File: src/rtl/fcr_pkg.sv
// Shared types, constants and codes for the fully connected ReLU layer.
package fcr_pkg;

    localparam int FEAT_W  = 8;
    localparam int WGT_W   = 8;
    localparam int ACC_W   = 32;
    localparam int PROD_W  = FEAT_W + WGT_W;
    localparam int ADDR_W  = 14;
    localparam int CNT_W   = 15;
    localparam int NCNT_W  = 13;
    localparam int IDX_W   = 12;
    localparam int VALUE_W = 32;
    localparam int RES_W   = 31;
    localparam int CFG_W   = 15;

    localparam logic [CNT_W-1:0]  MAX_FEATURES = 15'd16384;
    localparam logic [NCNT_W-1:0] MAX_NEURONS  = 13'd4096;
    localparam logic [CNT_W-1:0]  RESET_INPUT_LENGTH  = 15'd9216;
    localparam logic [NCNT_W-1:0] RESET_OUTPUT_LENGTH = 13'd4096;

    localparam logic [1:0] REQ_FEATURE = 2'd0;
    localparam logic [1:0] REQ_BIAS    = 2'd1;
    localparam logic [1:0] REQ_WEIGHT  = 2'd2;

    localparam logic CFG_INPUT_LENGTH  = 1'b0;
    localparam logic CFG_OUTPUT_LENGTH = 1'b1;

    typedef enum logic [1:0] {
        PH_FEATURE,
        PH_BIAS,
        PH_WEIGHT
    } phase_t;

    typedef enum logic [1:0] {
        OP_FEATURE,
        OP_BIAS,
        OP_WEIGHT,
        OP_ERROR
    } op_t;

    typedef struct packed {
        op_t              op;
        logic [ADDR_W-1:0] addr;
        logic             done;
        logic             last;
        logic [IDX_W-1:0] index;
    } cmd_t;

    typedef struct packed {
        logic [1:0]                 req_type;
        logic signed [VALUE_W-1:0]  value;
    } item_t;

    typedef struct packed {
        logic [RES_W-1:0] neuron_value;
        logic [IDX_W-1:0] neuron_index;
        logic             last;
        logic             order_error;
    } result_t;

endpackage

File: src/rtl/fcr_seq.sv
// Phase sequencer and counters that decide what each accepted transaction does.
module fcr_seq (
    input  logic                        clk,
    input  logic                        rst_n,
    input  logic                        accept,
    input  logic [1:0]                  req_type,
    input  logic [fcr_pkg::CNT_W-1:0]   input_length,
    input  logic [fcr_pkg::NCNT_W-1:0]  output_length,
    output fcr_pkg::cmd_t               cmd
);

    fcr_pkg::phase_t             phase_reg, phase_next;
    logic [fcr_pkg::CNT_W-1:0]   feature_count_reg, feature_count_next;
    logic [fcr_pkg::CNT_W-1:0]   weight_count_reg, weight_count_next;
    logic [fcr_pkg::NCNT_W-1:0]  neuron_count_reg, neuron_count_next;

    logic [fcr_pkg::CNT_W-1:0]   in_len;
    logic [fcr_pkg::NCNT_W-1:0]  out_len;
    logic [fcr_pkg::CNT_W-1:0]   feature_inc;
    logic [fcr_pkg::CNT_W-1:0]   weight_inc;
    logic [fcr_pkg::NCNT_W:0]    neuron_inc;
    logic                        type_ok;
    logic                        features_done;
    logic                        neuron_done;
    logic                        pass_done;

    always_comb
    begin
        if (input_length == '0)
            in_len = fcr_pkg::CNT_W'(1);
        else if (input_length > fcr_pkg::MAX_FEATURES)
            in_len = fcr_pkg::MAX_FEATURES;
        else
            in_len = input_length;

        if (output_length == '0)
            out_len = fcr_pkg::NCNT_W'(1);
        else if (output_length > fcr_pkg::MAX_NEURONS)
            out_len = fcr_pkg::MAX_NEURONS;
        else
            out_len = output_length;

        feature_inc   = feature_count_reg + fcr_pkg::CNT_W'(1);
        weight_inc    = weight_count_reg + fcr_pkg::CNT_W'(1);
        neuron_inc    = {1'b0, neuron_count_reg} + (fcr_pkg::NCNT_W + 1)'(1);
        features_done = feature_inc >= in_len;
        neuron_done   = weight_inc >= in_len;
        pass_done     = neuron_inc >= {1'b0, out_len};

        unique case (phase_reg)
            fcr_pkg::PH_FEATURE: type_ok = req_type == fcr_pkg::REQ_FEATURE;
            fcr_pkg::PH_BIAS:    type_ok = req_type == fcr_pkg::REQ_BIAS;
            fcr_pkg::PH_WEIGHT:  type_ok = req_type == fcr_pkg::REQ_WEIGHT;
            default:             type_ok = 1'b0;
        endcase
    end

    always_comb
    begin
        phase_next         = phase_reg;
        feature_count_next = feature_count_reg;
        weight_count_next  = weight_count_reg;
        neuron_count_next  = neuron_count_reg;
        if (accept && type_ok)
        begin
            unique case (phase_reg)
                fcr_pkg::PH_FEATURE:
                begin
                    feature_count_next = feature_inc;
                    if (features_done)
                    begin
                        feature_count_next = '0;
                        neuron_count_next  = '0;
                        phase_next         = fcr_pkg::PH_BIAS;
                    end
                end
                fcr_pkg::PH_BIAS:
                begin
                    weight_count_next = '0;
                    phase_next        = fcr_pkg::PH_WEIGHT;
                end
                fcr_pkg::PH_WEIGHT:
                begin
                    weight_count_next = weight_inc;
                    if (neuron_done)
                    begin
                        weight_count_next = '0;
                        if (pass_done)
                        begin
                            neuron_count_next  = '0;
                            feature_count_next = '0;
                            phase_next         = fcr_pkg::PH_FEATURE;
                        end
                        else
                        begin
                            neuron_count_next = neuron_inc[fcr_pkg::NCNT_W-1:0];
                            phase_next        = fcr_pkg::PH_BIAS;
                        end
                    end
                end
                default:
                begin
                    phase_next = fcr_pkg::PH_FEATURE;
                end
            endcase
        end
    end

    always_comb
    begin
        cmd.done  = 1'b0;
        cmd.last  = pass_done;
        cmd.index = neuron_count_reg[fcr_pkg::IDX_W-1:0];
        cmd.addr  = weight_count_reg[fcr_pkg::ADDR_W-1:0];
        if (!type_ok)
            cmd.op = fcr_pkg::OP_ERROR;
        else
        begin
            unique case (phase_reg)
                fcr_pkg::PH_FEATURE:
                begin
                    cmd.op   = fcr_pkg::OP_FEATURE;
                    cmd.addr = feature_count_reg[fcr_pkg::ADDR_W-1:0];
                end
                fcr_pkg::PH_BIAS:
                    cmd.op = fcr_pkg::OP_BIAS;
                fcr_pkg::PH_WEIGHT:
                begin
                    cmd.op   = fcr_pkg::OP_WEIGHT;
                    cmd.done = neuron_done;
                end
                default:
                    cmd.op = fcr_pkg::OP_ERROR;
            endcase
        end
    end

    always_ff @(posedge clk or negedge rst_n)
    begin
        if (!rst_n)
        begin
            phase_reg         <= fcr_pkg::PH_FEATURE;
            feature_count_reg <= '0;
            weight_count_reg  <= '0;
            neuron_count_reg  <= '0;
        end
        else
        begin
            phase_reg         <= phase_next;
            feature_count_reg <= feature_count_next;
            weight_count_reg  <= weight_count_next;
            neuron_count_reg  <= neuron_count_next;
        end
    end

endmodule

File: config.mk
export PLATFORM = sky130hd
export DESIGN_NAME = fcr_seq
export DESIGN_NICKNAME = d
export VERILOG_FILES = /design/src/rtl/fcr_pkg.sv /design/src/rtl/fcr_seq.sv
export SDC_FILE = /design/constraint.sdc
export NUM_CORES = 1
export LEC_CHECK = 0
export BUFFER_PORTS_ARGS = -buffer_cell sky130_fd_sc_hd__buf_4
export CORE_UTILIZATION = 35
export CTS_CLUSTER_DIAMETER = 40
export DETAILED_ROUTE_END_ITERATION = 10
export PLACE_DENSITY_LB_ADDON = 0.25
export SLEW_MARGIN = 20
export SYNTH_ARGS = -nofsm -noshare
export SYNTH_HDL_FRONTEND = slang
export SYNTH_SLANG_ARGS = --single-unit
File: constraint.sdc
create_clock -name clk -period 4.05 [get_ports clk]
set_input_delay 0.405 -clock clk [delete_from_list [all_inputs] [get_ports clk]]
set_output_delay 0.405 -clock clk [all_outputs]
set_load 0.01 [all_outputs]
==> results_dict.tcl, run 1 <==
set metrics [dict create \
    outcome "completed" \
    cts-root-buf "clkbuf_16" \
    drv_cap 0 \
    cts_made_buffers 5 \
    max_freq_mhz 269.7 \
    grt_overflow 0 \
    grt_pass1_wl_um 17760 \
    dpl_worst_slack_ps 325.6 \
    seq_area_frac_synth_pct 27.60 \
    worst_pin_slew_ps 719.0 \
    grt_pass1_vias 3520 \
    syn2layout_area_growth_pct 17.39 \
    ant_nets 0 \
    synth_edf_count 0 \
    synthTopCellsByArea "dfrtp_1, ha_1, nand2_1" \
    fillers 1156 \
    max-slew-margin-rel_pct 51.95 \
    core_area_um2 11370 \
    async_flop_share_pct 100.0 \
    drive_above_1_share_pct 18.80 \
    yosysUniqueCellTypes 51 \
    setup_tns_ps 0 \
    post_cts_buffers 0 \
    power_mw 1.647 \
    yosys_warnings 0 \
    rows 39 \
    ys.flop_type "dfrtp_1" \
    grt_usage_pct 19.20 \
    leakagePower_nw 2.280 \
    io_buffer_count 62 \
    htreeDepth 2 \
    finalCriticalPeriod_ps 3708 \
    synth_top_area_share_pct 27.60 \
    rsz0062_at_grt "no" \
    cts_buffer_depth 2 \
    start_util_pct 35.89 \
    antenna_found_initial 0 \
    crit_required_ps 3640 \
    cp-end-kind "output port" \
    drc 0 \
    synth_most_common_cell "nand2_1" \
    hpwl_um 8674 \
    clkTransAtPathRegs_ps 70 \
    insertion_delay_ps 290 \
    hold_class "in2async" \
    cts_tree "done" \
    fp.dieW_um 110.0 \
    crit_fanout 6 \
    place_congestion 0.8782 \
    syn_avg_cell_area_um2 8.430 \
    wl_um 10920 \
    num_io_pins 63 \
    irDropWorstVdd_uv 187.1 \
    grt_max_degree 46 \
    clock_skew_ps 11.43 \
    detail_route.first_pass.iterations 5 \
    setup_viol 0 \
    wl_per_cell_um 16.18 \
    fp.dieH_um 110.0 \
    power.density_nw_per_um2 343.9 \
    postLayoutCoreUtil_pct 42.13 \
    vias 3636 \
    critPathKind "reg2out" \
    antennaDiodeCount 0 \
    placed_area_um2 4612 \
    postSynthCellCount 484 \
    drt_iter0_drc 160 \
    synth-seq-cells 45 \
    syn-num-nets 567 \
    final_area_um2 4790 \
    final.setup.worst_slack_ps 342.4 \
    viasPerCell 5.387 \
    start_kind "register" \
    clock-sinks 45 \
    crit_arrival_ps 3300 \
    finalCritPeriodShare_pct 91.55 \
    hold_violations 0 \
    crit_top_cell "ha_1" \
    yosys.area.top_type "dfrtp_1" \
    dieArea_um2 12090 \
    crit_chain "ha_1 > inv_1 > nor2_1 > nand2_1 > or3_1 > xnor2_1 > ha_1 > o21ai_0 > nand2b_1 > a311oi_1 > o21ai_2 > buf_4" \
    slowest_stage "a311oi_1" \
    cp_slowest_stage_delay_ps 500 \
    synth_area_um2 4080 \
    synth_commonest_cells "nand2_1, ha_1, dfrtp_1, o21ai_0, nor2_1" \
    fin_nets 614 \
    maxSlewViolCount 0 \
]
-- stage by stage --
stage | instances | hold WS [ps]
floorplan | 484 | 109.4
finish | 675 | 117.9
global placement | 667 | 463.5
CTS | 675 | 150.1
global route | 675 | 173.3
detailed placement | 667 | 459.1
-- cells by family after synthesis --
logic type	after synthesis	synth area share, %
and+or+nand+nor	184	22.23
AOI/OAI and AO/OA	110	17.76
adders and majority gates	50	15.33
buffers and inverters	46	5.704
DFF	45	27.60
xor gates and xnor gates	35	7.513
muxes	14	3.864
-- layer usage --
metal	vias to the layer above	GRT usage, %	part of all wire (%)
li1	1816	-	-
met1	1710	25.17	48
met2	99	32.77	46
met3	11	2.998	4.8
met4	0	4.952	1.5
met5	-	0	0
-- power breakdown --
part	total, mW	leakage [nW]	switching, mW	internal, mW
Clock	0.486	0.0841	0.177	0.309
Combinational	0.626	1.58	0.360	0.266
Sequential	0.535	0.618	0.0502	0.485
Total	1.65	2.28	0.587	1.06
-- layout by cell type, fill, tap and decap left out, drive strengths merged, types with 7 or more instances in the layout --
cell type  count
a21oi         15
a22o          15
buf           70
clkbuf         7
ha            50
dfrtp         45
nand3         17
nand4          8
nor2          25
inv           16
xnor2         22
o21ai         48
xor2          13
mux2          14
nand2         70
nor3           7
nor4           7
nand2b        19
-- worst max-delay path: cells and delay by family (launching register included) --
| kind | cells | cell delay, ps |
|---|---|---|
| compound gates | 3 | 820 |
| xor+xnor | 1 | 200 |
| fa+ha+maj | 2 | 530 |
| buf+inv | 2 | 290 |
| flops | 1 | 430 |
| simple gates | 4 | 740 |
-- timing repair --
| action | 4_1_cts | 5_1_grt |
|---|---|---|
| endpoints found under the setup margin | 0 | 2 |
| hold buffers | 0 | 0 |
| resized for setup | 0 | 1 |
-- final cells by class --
| class | count | area (um^2) | share of cell area (%) |
|---|---|---|---|
| Inverter | 16 | 60.06 | 1.254 |
| Timing Repair Buffer | 70 | 525.5 | 10.97 |
| Tap cell | 143 | 178.9 | 3.736 |
| Sequential cell | 45 | 1126 | 23.51 |
| Clock buffer | 7 | 142.6 | 2.978 |
| Clock inverter | 1 | 30.03 | 0.6270 |
| Multi-Input combinational cell | 393 | 2726 | 56.92 |
-- final timing paths --
| check | slack [ps] | from | cells after the start | to |
|---|---|---|---|---|
| setup / recovery | 340 | neuron_count_reg[1] | 12 | cmd[12] |
| max in group asynchronous | 3520 | rst_n | 1 | feature_count_reg[9] |
| hold / removal | 120 | rst_n | 1 | weight_count_reg[7] |
| setup reg to reg | 350 | feature_count_reg[0] | 15 | neuron_count_reg[7] |
| min in group clk | 510 | weight_count_reg[14] | 2 | weight_count_reg[14] |
| hold reg to reg | 510 | weight_count_reg[14] | 2 | weight_count_reg[14] |
(Power assumes the default switching activity.)
==> run 2: changes to the inputs <==
--- a/config.mk
+++ b/config.mk
@@ -7,6 +7,7 @@
 export LEC_CHECK = 0
 export BUFFER_PORTS_ARGS = -buffer_cell sky130_fd_sc_hd__buf_4
 export CORE_UTILIZATION = 35
+export CTS_BUF_LIST = sky130_fd_sc_hd__clkbuf_4 sky130_fd_sc_hd__clkbuf_8 sky130_fd_sc_hd__clkbuf_16
 export CTS_CLUSTER_DIAMETER = 40
 export DETAILED_ROUTE_END_ITERATION = 10
 export PLACE_DENSITY_LB_ADDON = 0.25
==> results_dict.tcl, run 2 (synthesis results as in run 1) <==
set metrics [dict create \
    detail_route.first_pass.iterations 5 \
    place_congestion 0.8782 \
    hold_violations 0 \
    grt_usage_pct 19.20 \
    max_freq_mhz 269.7 \
    cp_top_family "compound AO/OA/AOI/OAI gates" \
    max-slew-margin-rel_pct 51.92 \
    fillers 1156 \
    clock_skew_ps 11.42 \
    cts-root-buf "clkbuf_16" \
    syn2layout_area_growth_pct 17.48 \
    grt_pass1_vias 3520 \
    crit_chain "ha_1 > inv_1 > nor2_1 > nand2_1 > or3_1 > xnor2_1 > ha_1 > o21ai_0 > nand2b_1 > a311oi_1 > o21ai_2 > buf_4" \
    drc 0 \
    finalCriticalPeriod_ps 3708 \
    drv_cap 0 \
    grt_pass1_wl_um 17760 \
    crit_required_ps 3640 \
    wl_um 10930 \
    post_cts_buffers 0 \
    fin_nets 614 \
    clkPwrFrac_pct 29.8 \
    final_cell_mix "nand2_1, buf_4, ha_1" \
    hpwl_um 8674 \
    grt_overflow 0 \
    ant_nets 0 \
    hold_class "in2async" \
    cts_tree "done" \
    fp.dieH_um 110.0 \
    clock-sinks 45 \
    worst_pin_slew_ps 719.4 \
    power.internal_mw 1.067 \
    outcome "completed" \
    switchingPower_mw 0.5873 \
    io_buffer_count 62 \
    fp.dieW_um 110.0 \
    start_util_pct 35.89 \
    vias 3644 \
    drive_above_1_share_pct 18.98 \
    reg2reg_slack_ps 350 \
    holdBufCountCts 0 \
    r2r-end "neuron_count_reg[7]" \
    comb_power_share_pct 37.9 \
    postLayoutCoreUtil_pct 42.16 \
    slowest_stage "a311oi_1" \
    core_area_um2 11370 \
    insertion_delay_ps 290 \
    grt_max_degree 46 \
    maxSlewViolCount 0 \
    finalCritPeriodShare_pct 91.55 \
    drt_iter0_drc 183 \
    cp-end-kind "output port" \
    critPathBufInv 2 \
    viasPerCell 5.399 \
    cp_slowest_stage_delay_ps 500 \
    r2r_cells 15 \
    start_kind "register" \
    irDropWorstVdd_uv 187.1 \
    crit_top_cell "ha_1" \
    cts_resized 0 \
    leakagePower_nw 2.283 \
    dieArea_um2 12090 \
    setup_viol 0 \
    pwr-share-seq_pct 32.4 \
    cts_made_buffers 5 \
    power.density_nw_per_um2 345.1 \
    wl_per_cell_um 16.19 \
    regToRegStartpoint "feature_count_reg[0]" \
    antennaDiodeCount 0 \
    clkTransAtPathRegs_ps 70 \
    rsz0062_at_grt "no" \
    htreeDepth 2 \
    setup_tns_ps 0 \
    cts_buffer_depth 2 \
    antenna_found_initial 0 \
    crit_fanout 6 \
    crit_arrival_ps 3300 \
    num_io_pins 63 \
    rows 39 \
    p_sw_share_pct 35.51 \
    critPathKind "reg2out" \
]
==> run 2: cell counts in the layout (fill, tap and decap cells not counted) <==
Identical to the previous run, type by type.
==> run 2: worst max path at each step <==
stage | depth (start not counted) | end | startpoint | slack, ps
after floorplan | 15 | neuron_count_reg[7] | feature_count_reg[0] | 830
after global placement | 15 | phase_reg[1] | feature_count_reg[0] | 370
after detailed placement | 15 | phase_reg[1] | feature_count_reg[0] | 330
after CTS | 15 | phase_reg[1] | feature_count_reg[0] | 290
after global routing | 15 | neuron_count_reg[7] | feature_count_reg[0] | 50
final | 12 | cmd[12] | neuron_count_reg[1] | 340
==> run 2: final cells by class <==
class | count | area [um^2] | share of cell area, %
Clock buffer | 7 | 146.4 | 3.054
Inverter | 16 | 60.06 | 1.253
Multi-Input combinational cell | 393 | 2726 | 56.88
Clock inverter | 1 | 30.03 | 0.6265
Sequential cell | 45 | 1126 | 23.49
Tap cell | 143 | 178.9 | 3.733
Timing Repair Buffer | 70 | 525.5 | 10.96
==> run 2: power by group through the flow <==
stage | Combinational [mW] | Clock, mW | Sequential (mW)
finish | 0.626 | 0.492 | 0.535
global route | 0.707 | 0.524 | 0.545
global placement | 0.614 | 0 | 0.543
floorplan | 0.435 | 0 | 0.532
detailed placement | 0.625 | 0 | 0.543
CTS | 0.628 | 0.503 | 0.536
==> run 2: per-stage QoR <==
step	instance area (um^2)	hold slack (ps)	worst slack, ps	power (mW)	std cells
after floorplan	4080	109.4	833.0	0.9672	484
after global placement	4612	463.5	375.0	1.157	667
after detailed placement	4612	459.1	325.6	1.168	667
after CTS	4788	150.1	293.2	1.667	675
after global routing	4793	173.3	53.94	1.776	675
final	4793	118.0	342.2	1.654	675
==> run 2: metal layers <==
| layer | vias to the layer above | share of wire [%] | global-route usage, % |
|---|---|---|---|
| met1 | 1722 | 48 | 25.17 |
| met4 | 0 | 1.3 | 4.952 |
| met2 | 97 | 46 | 32.77 |
| li1 | 1816 | - | - |
| met3 | 9 | 4.6 | 2.998 |
| met5 | - | 0 | 0 |
==> run 3: changes to the inputs <==
--- a/config.mk
+++ b/config.mk
@@ -10,7 +10,9 @@
 export CTS_BUF_LIST = sky130_fd_sc_hd__clkbuf_4 sky130_fd_sc_hd__clkbuf_8 sky130_fd_sc_hd__clkbuf_16
 export CTS_CLUSTER_DIAMETER = 40
 export DETAILED_ROUTE_END_ITERATION = 10
+export GPL_TIMING_DRIVEN = 0
 export PLACE_DENSITY_LB_ADDON = 0.25
+export SETUP_SLACK_MARGIN = 0.05
 export SLEW_MARGIN = 20
 export SYNTH_ARGS = -nofsm -noshare
 export SYNTH_HDL_FRONTEND = slang
==> results_dict.tcl, run 3 (synthesis results as in run 1) <==
set metrics [dict create \
    outcome "completed" \
    multi_input_area_um2 2743 \
    crit_fanout 8 \
    regToRegStartpoint "feature_count_reg[2]" \
    grt_usage_pct 19.48 \
    drv_cap 0 \
    htreeDepth 2 \
    drt_iter0_drc 186 \
    hold_class "in2async" \
    vias 3805 \
    detail_route.first_pass.iterations 4 \
    irDropWorstVdd_uv 167.9 \
    crit_arrival_ps 3370 \
    hold_violations 0 \
    cts-root-buf "clkbuf_16" \
    setup_viol 0 \
    placed_area_um2 4725 \
    power.density_nw_per_um2 320.7 \
    fp.dieH_um 110.0 \
    rows 39 \
    core_area_um2 11370 \
    worst_pin_slew_ps 710.4 \
    critPathKind "reg2out" \
    cts_made_buffers 5 \
    dieArea_um2 12090 \
    leakagePower_nw 2.347 \
    wl_um 11100 \
    antennaDiodeCount 0 \
    clkTransAtPathRegs_ps 60 \
    syn2layout_area_growth_pct 20.09 \
    holdBufCountCts 0 \
    setup_tns_ps 0 \
    start_kind "register" \
    clock_skew_ps 6.680 \
    drive_above_1_share_pct 21.44 \
    crit_required_ps 3640 \
    fp.dieW_um 110.0 \
    finalCritPeriodShare_pct 93.27 \
    rsz0062_at_grt "no" \
    cp-end-kind "output port" \
    place_congestion 0.8619 \
    cts_tree "done" \
    clock-sinks 45 \
    finalCriticalPeriod_ps 3777 \
    max-slew-margin-rel_pct 52.27 \
    r2r_cells 12 \
    viasPerCell 5.451 \
    maxSlewViolCount 0 \
    drc 0 \
    cts_buffer_depth 2 \
    wl_per_cell_um 15.90 \
    fillers 1153 \
    max_freq_mhz 264.7 \
    regArea_um2 1127 \
    layout_commonest_cell "buf_4" \
    antenna_found_initial 0 \
    whs_ps 115.7 \
    ant_nets 0 \
    fin_nets 639 \
    insertion_delay_ps 290 \
    num_io_pins 63 \
    final_cell_mix "buf_4, nand2_1, ha_1" \
    grt_pass1_wl_um 17970 \
    grt_overflow 0 \
    grt_pass1_vias 3703 \
    start_util_pct 35.89 \
    grt_max_degree 46 \
    hpwl_um 8825 \
    power_mw 1.571 \
    io_buffer_count 62 \
    r2r-end "neuron_count_reg[2]" \
    reg2reg_slack_ps 320 \
    final_area_um2 4900 \
]
[run 3: worst max-delay path: stages, from the launching register on]
cell and delay [ps]:
dfrtp_1 500, ha_1 280, inv_1 110, nor2_1 200, nand2_1 90, or3_1 370
xnor2_1 220, ha_1 270, o21ai_0 160, nand2b_1 100, a311oi_2 360, o21ai_2 130
buf_4 150, buf_4 130
[run 3: layout make-up]
type / instances / share of cell area, %
multi-input combinational: 393 / 55.98
sequential: 45 / 23.01
timing repair buffer: 65 / 9.959
tap: 143 / 3.652
buffer: 30 / 3.524
clock buffer: 5 / 2.554
inverter: 16 / 1.226
clock inverter: 1 / 0.1021
[run 3: worst max-delay path by stage]
stage	cells after the start	slack [ps]	startpoint	endpoint
after global placement	14	250	feature_count_reg[0]	neuron_count_reg[2]
after global routing	13	20	neuron_count_reg[0]	cmd[12]
after detailed placement	14	200	feature_count_reg[0]	neuron_count_reg[2]
after floorplan	15	830	feature_count_reg[0]	neuron_count_reg[7]
after CTS	13	140	neuron_count_reg[0]	cmd[12]
final	13	270	neuron_count_reg[0]	cmd[12]
[run 3: stage by stage]
step	instances	worst slack, ps	util [%]
after floorplan	484	833.0	-
after global routing	698	22.32	43.09
after CTS	695	144.0	42.70
final	698	272.7	43.09
after detailed placement	689	195.8	41.55
after global placement	689	247.0	41.55
[run 3: what timing repair did]
action	in CTS	in global routing
resized for setup	0	6
setup buffers	0	3
setup endpoints to repair	0	33
[run 3: layer usage]
layer	up-vias	GRT usage (%)	wire (um)
met5	-	0	0
met4	0	5.333	140
met3	10	2.646	521
met2	97	35.13	5378
met1	1831	24.15	5056
li1	1867	-	-
[run 3: power by group]
| part | leakage, nW | internal, mW | switching (mW) |
|---|---|---|---|
| Sequential | 0.618 | 0.486 | 0.0611 |
| Combinational | 1.66 | 0.270 | 0.363 |
| Clock | 0.0655 | 0.221 | 0.170 |
